[config.mk]
export PLATFORM = sky130hd
export DESIGN_NAME = lav_outq
export DESIGN_NICKNAME = d
export VERILOG_FILES = /design/src/design/lav_pkg.sv /design/src/design/lav_outq.sv
export SDC_FILE = /design/constraint.sdc
export NUM_CORES = 1
export LEC_CHECK = 0
export BUFFER_PORTS_ARGS = -buffer_cell sky130_fd_sc_hd__buf_2
export CORE_MARGIN = 3
export CORE_UTILIZATION = 25
export CTS_CLUSTER_SIZE = 25
export DETAILED_ROUTE_END_ITERATION = 6
export GPL_TIMING_DRIVEN = 1
export PLACE_DENSITY_LB_ADDON = 0.3
export SYNTH_ARGS = -nofsm -noshare
export SYNTH_HDL_FRONTEND = slang
export SYNTH_SLANG_ARGS = --single-unit
[constraint.sdc]
create_clock -name i_clk -period 6.1 [get_ports i_clk]
set_clock_uncertainty 0.15 [all_clocks]
set_input_delay 0.915 -clock i_clk [delete_from_list [all_inputs] [get_ports i_clk]]
set_output_delay 0.915 -clock i_clk [all_outputs]
set_load 0.1 [all_outputs]
[src/design/lav_pkg.sv]
// ----------------------------------------------------------------------------
// lav_pkg
// Shared types, constants and saturation helper of the look-at matrix block.
// ----------------------------------------------------------------------------
package lav_pkg;

    localparam int FRAC_BITS_DEF = 16;

    typedef struct packed {
        logic signed [31:0] pos_x;
        logic signed [31:0] pos_y;
        logic signed [31:0] pos_z;
        logic signed [31:0] target_x;
        logic signed [31:0] target_y;
        logic signed [31:0] target_z;
        logic signed [31:0] up_x;
        logic signed [31:0] up_y;
        logic signed [31:0] up_z;
    } t_in;

    typedef struct packed {
        logic        [1:0]  row_index;
        logic signed [31:0] col0;
        logic signed [31:0] col1;
        logic signed [31:0] col2;
        logic signed [31:0] col3;
        logic               last_row;
        logic               degenerate;
    } t_out;

    // Job handed from the front to the back: position, up, pos - target.
    typedef struct packed {
        logic signed [2:0][31:0] pos;
        logic signed [2:0][31:0] up;
        logic signed [2:0][31:0] dir;
    } t_job;

    localparam logic signed [67:0] SAT_MAX = 68'sd2147483647;
    localparam logic signed [67:0] SAT_MIN = -68'sd2147483648;

    function automatic logic signed [31:0] sat32(input logic signed [67:0] v);
        logic signed [31:0] r;
        if (v > SAT_MAX) begin
            r = 32'sh7fffffff;
        end else if (v < SAT_MIN) begin
            r = 32'sh80000000;
        end else begin
            r = v[31:0];
        end
        return r;
    endfunction

endpackage

[src/design/lav_outq.sv]
// ----------------------------------------------------------------------------
// lav_outq
// Four-entry result queue; holds rows until the consumer pops them.
// ----------------------------------------------------------------------------
module lav_outq (
    input  logic          i_clk,
    input  logic          i_rst_n,
    input  logic          i_push,
    output logic          o_full,
    input  lav_pkg::t_out i_row,
    output logic          empty,
    input  logic          pop,
    output lav_pkg::t_out o_res
);
    import lav_pkg::*;

    t_out       r_q [4];
    logic [1:0] r_wp, r_rp;
    logic [2:0] r_cnt;
    logic       w_pop;

    assign o_full = (r_cnt == 3'd4);
    assign empty  = (r_cnt == 3'd0);
    assign w_pop  = pop && !empty;
    assign o_res  = r_q[r_rp];

    always_ff @(posedge i_clk) begin
        if (i_push) begin
            r_q[r_wp] <= i_row;
        end
    end

    always_ff @(posedge i_clk) begin
        if (!i_rst_n) begin
            r_wp  <= '0;
            r_rp  <= '0;
            r_cnt <= '0;
        end else begin
            if (i_push) begin
                r_wp <= r_wp + 2'd1;
            end
            if (w_pop) begin
                r_rp <= r_rp + 2'd1;
            end
            r_cnt <= r_cnt + 3'(i_push) - 3'(w_pop);
        end
    end

endmodule

==> summary.md <==
| Metric | Value |
|---|---|
| Status | `completed` |
| Post_cts resized | `0` |
| RePlAce Congestion | `0.663` |
| Post-placement cell count | `2017` |
| Vias in the first global route | `between 9000 and 10000` |
| First-pass GRT wire length | `between 60000 and 70000 µm` |
| Net Count, Synth | `877` |
| Chip width | `285 µm` |
| Critical path fanouts, max | `39` |
| Finish-stage setup viols | `0` |
| Mean Syn Cell Area | `between 20 and 30 µm²` |
| Setup TNS | `0 ns` |
| Final WL | `43300 µm` |
| Via/cell ratio | `about 4.1` |
| Number of antenna violations at the first check in global routing | `13` |
| # hold bufs at CTS | `0` |
| CTS tree | `built` |
| Total power | `11.5 mW` |
| Clk_lat worst skew | `~0.60 ns` |
| IO buf count | `269` |
| Clock-pin slew on the worst setup and hold paths | `roughly 0.060 ns` |
| Syn Inst Count | `between 700 and 800` |
| Final Max Tran Viols | `0` |
| Largest net degree at the start of global routing | `67` |
| Warning count from the yosys run | `0` |
| Startpoint types | `flop` |
| Seq/Total Area, Yosys | `slightly above 80%` |
| Mapped cell area | `0.0195 mm²` |
| Area grow syn2layout | `23.9%` |
| Share of layout cells above drive strength 1 | `about 46%` |
| Fin crit share | `approximately 65%` |
| Die Y-Extent | `285 µm` |
| Core area | `0.0766 mm²` |
| Root Driver | `clkbuf_16` |
| Final std cells w/o fill | `2133` |
| Die area | `0.0814 mm²` |
| Min-delay worst type | `flop to flop` |
| Vias | `8795` |
| Top-Level Pins | `270` |
| ANT nets after route | `0` |
| Overall routing resource usage | `10.4%` |
| Max clock buf depth | `3` |
| Worst-margin pin slew | `between 0.9 and 1 ns` |
| Final hold vios | `0` |
| Initial Util | `roughly 25%` |
| Overflow after GRT | `0` |
| Pwr per Cell Area | `477 mW/mm²` |
| Critical path type | `flop to output pin` |
| First DRT Iteration DRCs | `458` |
| CTS H-tree lvls | `2` |
| CP Capture Type | `output pin` |
| Final setup margin | `2.13 ns` |
| FF+latch count, synth | `537` |
| Clock sinks | `between 500 and 600` |
| Post-DP HPWL | `24700 µm` |
| Leakage power | `7.91 nW` |
| Min cycle time layout | `3.97 ns` |
| DR WL/cell | `20.3 µm` |
| Max-cap violations | `0` |
| Initial DRT Pass Iterations | `4` |
| Critical Path RT | `between 5 and 6 ns` |
| Setup WS pre-CTS | `2.60 ns` |
| Detailed-route DRC error count | `0` |
| Achievable Freq | `252 MHz` |
| Nets | `between 1000 and 1500` |
| Netlist cell types | `20` |
| Critical path arrival | `2.91 ns` |
| Slew headroom | `about 39%` |
| RSZ-0062 raised after global routing | `false` |
| IR drop worst, VDD | `slightly below 0.3 mV` |
| CTS buffer count | `58` |
| Post-CTS Setup Inserts | `0` |
| Std cell rows | `approximately 100` |
-- state kept, by name, indices dropped and copies added, names as in the netlist, named ones only --
signal  flops
r_rp        2
r_wp        2
r_cnt       3
r_q       528
-- cells by family after synthesis --
logic type	count (synthesis)	share of synthesized area [%]
muxes	136	15.4
buffers and inverters	35	1.15
and+or+nand+nor	15	0.455
xor gates and xnor gates	2	0.160
adders and majority gates	7	0.487
AOI/OAI and AO/OA	2	0.0898
DFF	537	82.2
-- worst paths after layout --
path                 from           to  slack, ns  cells after the start
hold reg to reg   r_rp[1]         flop       0.33                      2
hold / removal    r_rp[1]         flop       0.33                      2
setup / recovery     flop    o_res[37]       2.13                      3
setup reg to reg  r_wp[0]  r_q[3][118]       3.78                      3
-- power breakdown --
group | total, mW | internal, mW | switching, mW
Sequential | 4.37 | 4.25 | 0.119
Clock | 3.67 | 2.24 | 1.43
Combinational | 3.48 | 0.745 | 2.74
-- cell type report --
| type | count | area (µm²) |
|---|---|---|
| antenna | 6 | 15.0 |
| clock buffer | 70 | 1520 |
| clock inverter | 40 | 497 |
| fill | 7381 | 52400 |
| inverter | 5 | 18.8 |
| multi-input combinational | 162 | 3260 |
| sequential | 537 | 16000 |
| tap | 1030 | 1290 |
| timing repair buffer | 283 | 1540 |
-- through the flow --
stage	utilization, %	hold slack (ns)	instance area [µm²]
after floorplan	-	0.299	19500
after global placement	28.9	0.297	22100
after detailed placement	28.9	0.312	22100
after CTS	31.5	0.310	24200
after global routing	31.6	0.329	24200
final	31.6	0.326	24200
-- metal layers --
metal	vias to the layer above	global-route usage [%]	share of wire (%)
li1	3831	-	-
met1	4628	13.1	42
met2	235	16.8	48
met3	89	3.76	7.2
met4	12	3.40	2.8
met5	-	0	0.17
-- cells in the mapped netlist --
| cell type | instances | area (µm²) |
|---|---|---|
| inv_1 | 5 | 18.8 |
| nand2b_1 | 2 | 12.5 |
| ha_1 | 6 | 75.1 |
| nor3b_1 | 1 | 7.51 |
| edfxtp_1 | 528 | 15900 |
| nor3_1 | 1 | 5.00 |
| xor2_1 | 1 | 8.76 |
| mux2i_1 | 4 | 40.0 |
| o311ai_0 | 1 | 8.76 |
| buf_6 | 10 | 113 |
| nor2b_1 | 3 | 18.8 |
| xnor3_1 | 1 | 22.5 |
| clkbuf_1 | 5 | 18.8 |
| fa_1 | 1 | 20.0 |
| buf_2 | 15 | 75.1 |
| and2_1 | 6 | 37.5 |
| nand2_1 | 2 | 7.51 |
| o31a_1 | 1 | 8.76 |
| dfxtp_1 | 9 | 180 |
| mux4_2 | 132 | 2970 |
-- critical path: stages, from the launching register on --
cell     delay (ns)
dfxtp_4        0.91
buf_12         0.38
mux4_2         0.63
buf_2          0.33
-- placed cells by master, fill, tap and decap left out, drive strengths merged, types with 2 or more instances in the layout --
master / netlist / layout
bufinv: 0 / 11
diode: 0 / 6
clkinv: 0 / 25
nor2b: 3 / 3
dfxtp: 9 / 9
mux4: 132 / 132
inv: 5 / 8
clkbuf: 5 / 70
buf: 25 / 283
mux2i: 4 / 4
nand2b: 2 / 2
and2: 6 / 6
edfxtp: 528 / 528
nand2: 2 / 2
ha: 6 / 6
Note: power is estimated with default switching activity, not from simulation.
