### src/design/lav_pkg.sv
// ----------------------------------------------------------------------------
// lav_pkg
// Shared types, constants and saturation helper of the look-at matrix block.
// ----------------------------------------------------------------------------
package lav_pkg;

    localparam int FRAC_BITS_DEF = 16;

    typedef struct packed {
        logic signed [31:0] pos_x;
        logic signed [31:0] pos_y;
        logic signed [31:0] pos_z;
        logic signed [31:0] target_x;
        logic signed [31:0] target_y;
        logic signed [31:0] target_z;
        logic signed [31:0] up_x;
        logic signed [31:0] up_y;
        logic signed [31:0] up_z;
    } t_in;

    typedef struct packed {
        logic        [1:0]  row_index;
        logic signed [31:0] col0;
        logic signed [31:0] col1;
        logic signed [31:0] col2;
        logic signed [31:0] col3;
        logic               last_row;
        logic               degenerate;
    } t_out;

    // Job handed from the front to the back: position, up, pos - target.
    typedef struct packed {
        logic signed [2:0][31:0] pos;
        logic signed [2:0][31:0] up;
        logic signed [2:0][31:0] dir;
    } t_job;

    localparam logic signed [67:0] SAT_MAX = 68'sd2147483647;
    localparam logic signed [67:0] SAT_MIN = -68'sd2147483648;

    function automatic logic signed [31:0] sat32(input logic signed [67:0] v);
        logic signed [31:0] r;
        if (v > SAT_MAX) begin
            r = 32'sh7fffffff;
        end else if (v < SAT_MIN) begin
            r = 32'sh80000000;
        end else begin
            r = v[31:0];
        end
        return r;
    endfunction

endpackage

### src/design/lav_front.sv
// ----------------------------------------------------------------------------
// lav_front
// Accept requests, form pos - target with saturation, hold jobs in a
// two-entry queue for the back end.
// ----------------------------------------------------------------------------
module lav_front (
    input  logic          i_clk,
    input  logic          i_rst_n,
    input  logic          push,
    output logic          full,
    input  lav_pkg::t_in  i_item,
    output logic          o_job_valid,
    input  logic          i_job_take,
    output lav_pkg::t_job o_job
);
    import lav_pkg::*;

    t_job       r_q [2];
    logic       r_wp, r_rp;
    logic [1:0] r_cnt;
    t_job       w_job;
    logic       w_acc;

    always_comb begin
        w_job.pos[0] = i_item.pos_x;
        w_job.pos[1] = i_item.pos_y;
        w_job.pos[2] = i_item.pos_z;
        w_job.up[0]  = i_item.up_x;
        w_job.up[1]  = i_item.up_y;
        w_job.up[2]  = i_item.up_z;
        w_job.dir[0] = sat32(68'(i_item.pos_x) - 68'(i_item.target_x));
        w_job.dir[1] = sat32(68'(i_item.pos_y) - 68'(i_item.target_y));
        w_job.dir[2] = sat32(68'(i_item.pos_z) - 68'(i_item.target_z));
    end

    assign full        = (r_cnt == 2'd2);
    assign w_acc       = push && !full;
    assign o_job_valid = (r_cnt != 2'd0);
    assign o_job       = r_q[r_rp];

    always_ff @(posedge i_clk) begin
        if (w_acc) begin
            r_q[r_wp] <= w_job;
        end
    end

    always_ff @(posedge i_clk) begin
        if (!i_rst_n) begin
            r_wp  <= 1'b0;
            r_rp  <= 1'b0;
            r_cnt <= 2'd0;
        end else begin
            if (w_acc) begin
                r_wp <= ~r_wp;
            end
            if (i_job_take) begin
                r_rp <= ~r_rp;
            end
            r_cnt <= r_cnt + 2'(w_acc) - 2'(i_job_take);
        end
    end

endmodule

### config.mk
export PLATFORM = sky130hd
export DESIGN_NAME = lav_front
export DESIGN_NICKNAME = d
export VERILOG_FILES = /design/src/design/lav_pkg.sv /design/src/design/lav_front.sv
export SDC_FILE = /design/constraint.sdc
export NUM_CORES = 1
export LEC_CHECK = 0
export ABC_AREA = 1
export BUFFER_PORTS_ARGS = -buffer_cell sky130_fd_sc_hd__buf_2
export CORE_AREA = 8 8 336 207
export CTS_CLUSTER_DIAMETER = 100
export DETAILED_ROUTE_END_ITERATION = 7
export DIE_AREA = 0 0 344 215
export MAX_ROUTING_LAYER = met4
export PLACE_DENSITY = 0.72
export SLEW_MARGIN = 10
export SYNTH_ARGS = -nofsm -noshare
export SYNTH_HDL_FRONTEND = slang
export SYNTH_SLANG_ARGS = --single-unit
### constraint.sdc
create_clock -name i_clk -period 17.3 [get_ports i_clk]
set_input_delay 0.865 -clock i_clk [delete_from_list [all_inputs] [get_ports i_clk]]
set_output_delay 0.865 -clock i_clk [all_outputs]
set_load 0.01 [all_outputs]
==> qor.csv, run 1 <==
stage,metric,value,unit
drt,post-route ant nets,0,
sta,final hold vios,0,
clocking,CTS clock-pin slew for the worst setup and hold paths,0.07,ns
sta,RSZ-0062 raised after global routing,no,
logic_synthesis,Mapped Area,28700,um2
power_and_ir_drop,leakage power,15.4,nW
logic_synthesis,XOR/XNOR share of the synthesized area,1.46,%
worst_setup_path,"Buf+Inv Stages, Crit Path",2,
worst_hold_path,Hold WC Path Type,in -> reg,
logic_synthesis,cell taking the most area after synthesis,edfxtp_1,
worst_setup_path,nature of the critical path endpoint,primary output,
placed_design,Port-buffer cells,581,
run,max cap viols,0,
global_route,vias in the first global route,19600,
logic_synthesis,proportion of netlist area held by the largest area contributor,60.2,%
worst_setup_path,Startpoint Class,flip-flop,
drt,per-cell routed wire length,18.3,um
clocking,root buffer cell,clkbuf_16,
logic_synthesis,Gate Count Post-Synth,2580,
finish,Final #Nets,3569,
clocking,H-tree depth,2,
clocking,setup repair bufs after CTS,0,
sta,Max Fclk,240,MHz
logic_synthesis,Yosys reg bits,581,
global_route,first-pass GRT wire length,113000,um
logic_synthesis,Adder-Cell Fraction of Synth Area,4.48,%
floorplanning,Core ar.,65000,um2
clocking,clock buffer depth,3,
finish,layout cell share with drive strength beyond 1,30.8,%
global_route,Tot GR Track Use,19.9,%
placed_design,Placed Instances,3984,
finish,Layout Utilization,52.7,%
logic_synthesis,Syn Area/Cell,11.1,um2
sta,Tmin final,4.16,ns
logic_synthesis,Post-Syn Nets,2973,
sta,clock skew,0.0156,ns
worst_setup_path,"slowest stage delay, CP",1.01,ns
sta,WHS,0.436,ns
floorplanning,die outline height,215,um
logic_synthesis,Compound-Gate Fraction of Synth Area,2.60,%
finish,Post-Layout Cell Count,4086,
finish,Layout area overhead,19.3,%
power_and_ir_drop,PwrDens,109,nW/um2
drt,WL final,74600,um
worst_setup_path,peak fanout along the critical path,159,
logic_synthesis,Cell variety after synth,31,
clocking,CTS Sinks,581,
sta,final-report max-slew violation count,0,
clocking,CTS Buf Count,52,
logic_synthesis,largest cells by area after synthesis,"edfxtp_1 60%, mux2_2 11%, nand2_1 10%, inv_1 4.6%, ha_1 4.3%",
worst_setup_path,data arrival time of the worst path,3.30,ns
run_status,outcome,completed,
finish,Filler cells,5760,
sta,period utilisation layout,24.1,%
worst_setup_path,CP Cell Sequence,buf_12 -> mux2_2 -> buf_2,
worst_setup_path,required time of the critical path,16.43,ns
floorplanning,FP Rows,73,
sta,Rel. slew slack,19.4,%
finish,Reg area,17400,um2
drt,via count,20000,
logic_synthesis,Post-synth ARST share,0,%
global_route,grt total ovfl,0,
sta,Final Worst Setup Slack,13.14,ns
logic_synthesis,register area share after synthesis,60.6,%
drt,via/cell ratio,4.89,
floorplanning,io pins,582,
sta,Final Setup Violations,0,
logic_synthesis,mux share of post-synthesis cell area,11.3,%
placed_design,Final HPWL DP,56200,um
logic_synthesis,Most used DFF post-synth,edfxtp_1,
floorplanning,Die Span X,344,um
clocking,CTS tree,done,
power_and_ir_drop,VDD IR max,83.8,uV
finish,Multi-input gate area,9690,um2
drt,drt drc,0,
floorplanning,Initial Utilization,44.2,%
logic_synthesis,simple-gate portion of the synthesized area,13.9,%
logic_synthesis,YS warnings,0,
clocking,post-CTS resize count,0,
sta,Worst Max-Slew Pin Slew,1.21,ns
global_route,largest net degree at the start of global routing,160,
logic_synthesis,Post-synth EDFFs,576,
drt,Pre-antenna DRT Iters,5,
logic_synthesis,main combinational cell family by area after synthesis,simple AND/OR/NAND/NOR gates,
worst_setup_path,Critical-path top delay cell,dfxtp_4,
clocking,Post-CTS Hold Fix Bufs,0,
floorplanning,die area,74000,um2
placed_design,DP Worst Slack,13.01,ns
sta,Final TNS setup,0,ns
placed_design,Final Wtd Congestion,0.962,
worst_setup_path,"CP delay by family, top",flip-flops,
clocking,clock insertion delay at the later pin of the skew report,0.61,ns
global_route,initial antenna violation count,7,
drt,Iteration-0 DRC Markers,1699,
worst_setup_path,WS Path Type,reg -> out,
==> path summary, 6_finish.rpt <==
| check | startpoint | end | slack, ns | cells past startpoint |
|---|---|---|---|---|
| max | flip-flop | o_job[124] | 13.14 | 3 |
| min | i_item[5] | r_q[0][165] | 0.44 | 1 |
| max reg2reg | r_cnt[0] | r_q[0][253] | 13.53 | 4 |
| min reg2reg | r_rp | flip-flop | 0.49 | 2 |
==> cells in the final DEF (no fill, tap or decap), types with 12 or more instances in the layout <==
master / instances
buf_2: 581
nor2_1: 136
xor2_1: 43
mux2_2: 288
inv_1: 353
clkinv_2: 12
o21bai_1: 24
clkbuf_16: 52
ha_1: 98
o21ai_0: 13
edfxtp_1: 576
a21oi_1: 89
nand3_1: 63
nand2_1: 780
==> power by group <==
| group | total [mW] | switching, mW | internal (mW) |
|---|---|---|---|
| registers | 1.79 | 0.0355 | 1.76 |
| clock network | 1.14 | 0.522 | 0.621 |
| logic | 0.791 | 0.502 | 0.289 |
| total | 3.73 | 1.06 | 2.67 |
==> per-layer routing <==
| metal | share of wire (%) | track usage [%] | routed length [um] |
|---|---|---|---|
| met1 | 45 | 27.5 | 33900 |
| met2 | 45 | 30.7 | 33800 |
| met3 | 7.0 | 3.62 | 5220 |
| met4 | 2.2 | 4.83 | 1660 |
| met5 | 0 | - | 0 |
==> synthesized netlist by cell type, drive strengths merged (13+ instances only) <==
cell	number
nor2	140
nand2	791
buf	41
inv	363
mux2	288
a21oi	91
xor2	43
nand3	63
ha	98
o21ai	13
edfxtp	576
o21bai	24
==> flip-flops by register name, summed over array words and instances (netlist names), named ones only <==
name and cells:
r_cnt 2, r_q 576, r_rp 1, r_wp 1
==> per-stage QoR <==
| step | total power [mW] | area [um2] |
|---|---|---|
| CTS | 3.77 | 34200 |
| global route | 3.91 | 34300 |
| detailed placement | 2.62 | 32600 |
| floorplan | 2.37 | 28700 |
| finish | 3.73 | 34300 |
| global placement | 2.61 | 32600 |
==> final cells by class <==
class                           count  share of cell area (%)
Inverter                          363                    3.98
Tap cell                          862                    3.15
Antenna cell                        6                  0.0438
Multi-Input combinational cell   1586                    28.3
Timing Repair Buffer              592                    8.84
Clock inverter                     32                   0.909
Sequential cell                   581                    50.8
Clock buffer                       64                    4.02
==> kinds of logic after synthesis <==
group	after synthesis
adders and majority gates	101
muxes	288
AOI/OAI and AO/OA	133
buffers and inverters	413
xor gates and xnor gates	48
and+or+nand+nor	1016
DFF	581
Note: power is estimated with default switching activity, not from simulation.
==> run 2, diff against run 1 <==
- PLACE_DENSITY: 0.72 -> 0.75
- clock period: 17.3 -> 3.6 ns (I/O delays scaled with it)
==> qor.csv, run 2 (synthesized netlist as in run 1, its figures left out) <==
stage,metric,value,unit,change
drt,per-cell routed wire length,18.5,um,+1.5%
global_route,Tot GR Track Use,21.1,%,+1.2 points
sta,final-report max-slew violation count,0,,unchanged
drt,via/cell ratio,4.91,,+0.26%
finish,"commonest non-fill, non-tap cell in the layout",nand2_1,,
clocking,root buffer cell,clkbuf_16,,
placed_design,Placed Area,32700,um2,+0.40%
worst_setup_path,Startpoint Class,input pin,,
finish,layout cell share with drive strength beyond 1,29.4,%,-1.4 points
clocking,CTS Sinks,581,,unchanged
power_and_ir_drop,total power,18.8,mW,+400%
worst_setup_path,Critical-path top delay cell,dlygate4sd3_1,,
finish,"commonest cells after routing, fill and taps aside","780 x nand2_1, 581 x buf_2, 576 x edfxtp_1",,
worst_setup_path,"slowest stage delay, CP",0.56,ns,-0.45 ns
finish,Top Registers,"r_q x576, r_cnt x2",,
global_route,grt total ovfl,0,,unchanged
placed_design,DP Worst Slack,0.622,ns,-12.39 ns
finish,Reg area,17400,um2,about the same
placed_design,Placed Instances,3991,,+0.18%
clocking,Post-CTS Hold Fix Bufs,195,,+195
clocking,H-tree depth,2,,unchanged
finish,Final #Nets,3772,,+5.7%
global_route,vias in the first global route,20900,,+6.5%
clocking,setup repair bufs after CTS,0,,unchanged
power_and_ir_drop,PwrDens,513,nW/um2,+370%
floorplanning,Core ar.,65000,um2,unchanged
clocking,clock buffer depth,3,,unchanged
clocking,post-CTS resize count,0,,unchanged
worst_setup_path,WS Path Type,in -> reg,,
sta,WHS,0.0905,ns,-0.346 ns
sta,period utilisation layout,83.2,%,
sta,RSZ-0062 raised after global routing,no,,
sta,Max Fclk,334,MHz,
worst_setup_path,required time of the critical path,3.95,ns,-12.48 ns
drt,via count,21100,,+5.4%
clocking,CTS Buf Count,53,,+1.9%
drt,WL final,79500,um,+6.6%
finish,Reg with most FFs,r_q,,
sta,Worst Max-Slew Pin Slew,0.942,ns,-0.267 ns
clocking,CTS clock-pin slew for the worst setup and hold paths,0.07,ns,about the same
drt,post-route ant nets,0,,unchanged
worst_setup_path,CP dominant cell by count,nand2_1,,
worst_hold_path,Hold WC Path Type,in -> reg,,
finish,Largest register FFs,576,,unchanged
finish,Layout area overhead,27.2,%,
floorplanning,die outline height,215,um,unchanged
sta,Tmin final,2.99,ns,
drt,drt drc,0,,unchanged
power_and_ir_drop,VDD IR max,560,uV,+570%
floorplanning,Initial Utilization,44.2,%,unchanged
run,max cap viols,0,,unchanged
finish,Multi-input gate area,9700,um2,+0.12%
sta,Final Worst Setup Slack,0.605,ns,-12.53 ns
sta,clock skew,0.0144,ns,-0.00115 ns
sta,Final TNS setup,0,ns,unchanged
clocking,CTS tree,done,,
floorplanning,FP Rows,73,,unchanged
global_route,first-pass GRT wire length,120000,um,+6.5%
worst_setup_path,data arrival time of the worst path,3.35,ns,+0.05 ns
worst_setup_path,CP Cell Sequence,dlygate4sd3_1 -> buf_2 -> inv_1 -> ha_1 -> fa_1 -> inv_1 -> nand2_1 -> nand2_1 -> nand3_1 -> nand2_1 -> nand2_1 -> nand2_2 -> nand2_1 -> nand2_1 -> nand2_1 -> nand2_2 -> nand2_2 -> nand2_1 -> nand2_1,,
power_and_ir_drop,leakage power,16.3,nW,+6.1%
worst_setup_path,"Buf+Inv Stages, Crit Path",4,,+2
global_route,largest net degree at the start of global routing,132,,-18%
worst_setup_path,"CP delay by family, top",simple AND/OR/NAND/NOR gates,,
drt,Pre-antenna DRT Iters,6,,+1
finish,Filler cells,5424,,-5.8%
placed_design,Final Wtd Congestion,0.969,,+0.68%
sta,Final Setup Violations,0,,unchanged
sta,Rel. slew slack,37.2,%,+18 points
worst_setup_path,nature of the critical path endpoint,flip-flop,,
floorplanning,io pins,582,,unchanged
finish,Layout Utilization,56.2,%,+3.5 points
placed_design,Final HPWL DP,57000,um,+1.6%
run_status,outcome,completed,,
drt,Iteration-0 DRC Markers,1632,,-3.9%
floorplanning,Die Span X,344,um,unchanged
global_route,initial antenna violation count,9,,+2
worst_setup_path,reg2reg setup slack,1.78,ns,-11.75 ns
finish,Post-Layout Cell Count,4294,,+5.1%
worst_setup_path,peak fanout along the critical path,31,,-81%
finish,Final Cell Area,36500,um2,+6.7%
placed_design,Port-buffer cells,581,,unchanged
clocking,clock insertion delay at the later pin of the skew report,0.61,ns,about the same
floorplanning,die area,74000,um2,unchanged
sta,final hold vios,0,,unchanged
run 2: changes by cell type in the layout (fill, tap and decap cells not counted), moves of 3 or more:
cell	delta
dlygate4sd3_1	+195
bufinv_16	+8
clkinv_2	-6
buf_12	+5
clkinv_4	+4
diode_2	+4
clkbuf_8	-3
clkinvlp_4	+3
inv_6	-3
run 2: worst reg2reg max path, cell delays in order, from the launching register on:
cell	delay [ns]
dfxtp_2	0.34
inv_2	0.07
o21ai_4	0.09
nor2_4	0.19
buf_12	0.45
run 2: cell type report:
| cell class | instances | area share (%) |
|---|---|---|
| antenna | 10 | 0.0685 |
| clock buffer | 60 | 3.70 |
| clock inverter | 38 | 1.44 |
| inverter | 363 | 3.73 |
| multi-input combinational | 1586 | 26.5 |
| sequential | 581 | 47.6 |
| tap | 862 | 2.95 |
| timing repair buffer | 794 | 13.9 |
run 2: per-layer routing:
metal	routed length (um)	share of wire [%]	global-route usage, %
met5	0	0	-
met4	2130	2.7	5.92
met3	6510	8.2	5.19
met2	35900	45	32.5
met1	35000	44	27.9
run 2: final timing paths:
path	endpoint	cells after the start	from
setup / recovery	r_q[1][15]	19	i_item[256]
hold / removal	r_q[0][64]	5	i_item[96]
setup reg to reg	r_q[0][146]	4	r_cnt[1]
hold reg to reg	flip-flop	2	r_rp
run 2: report_power, final:
part           internal, mW  switching (mW)
Sequential             8.45           0.171
Clock                  3.53            2.57
Combinational          1.55            2.48
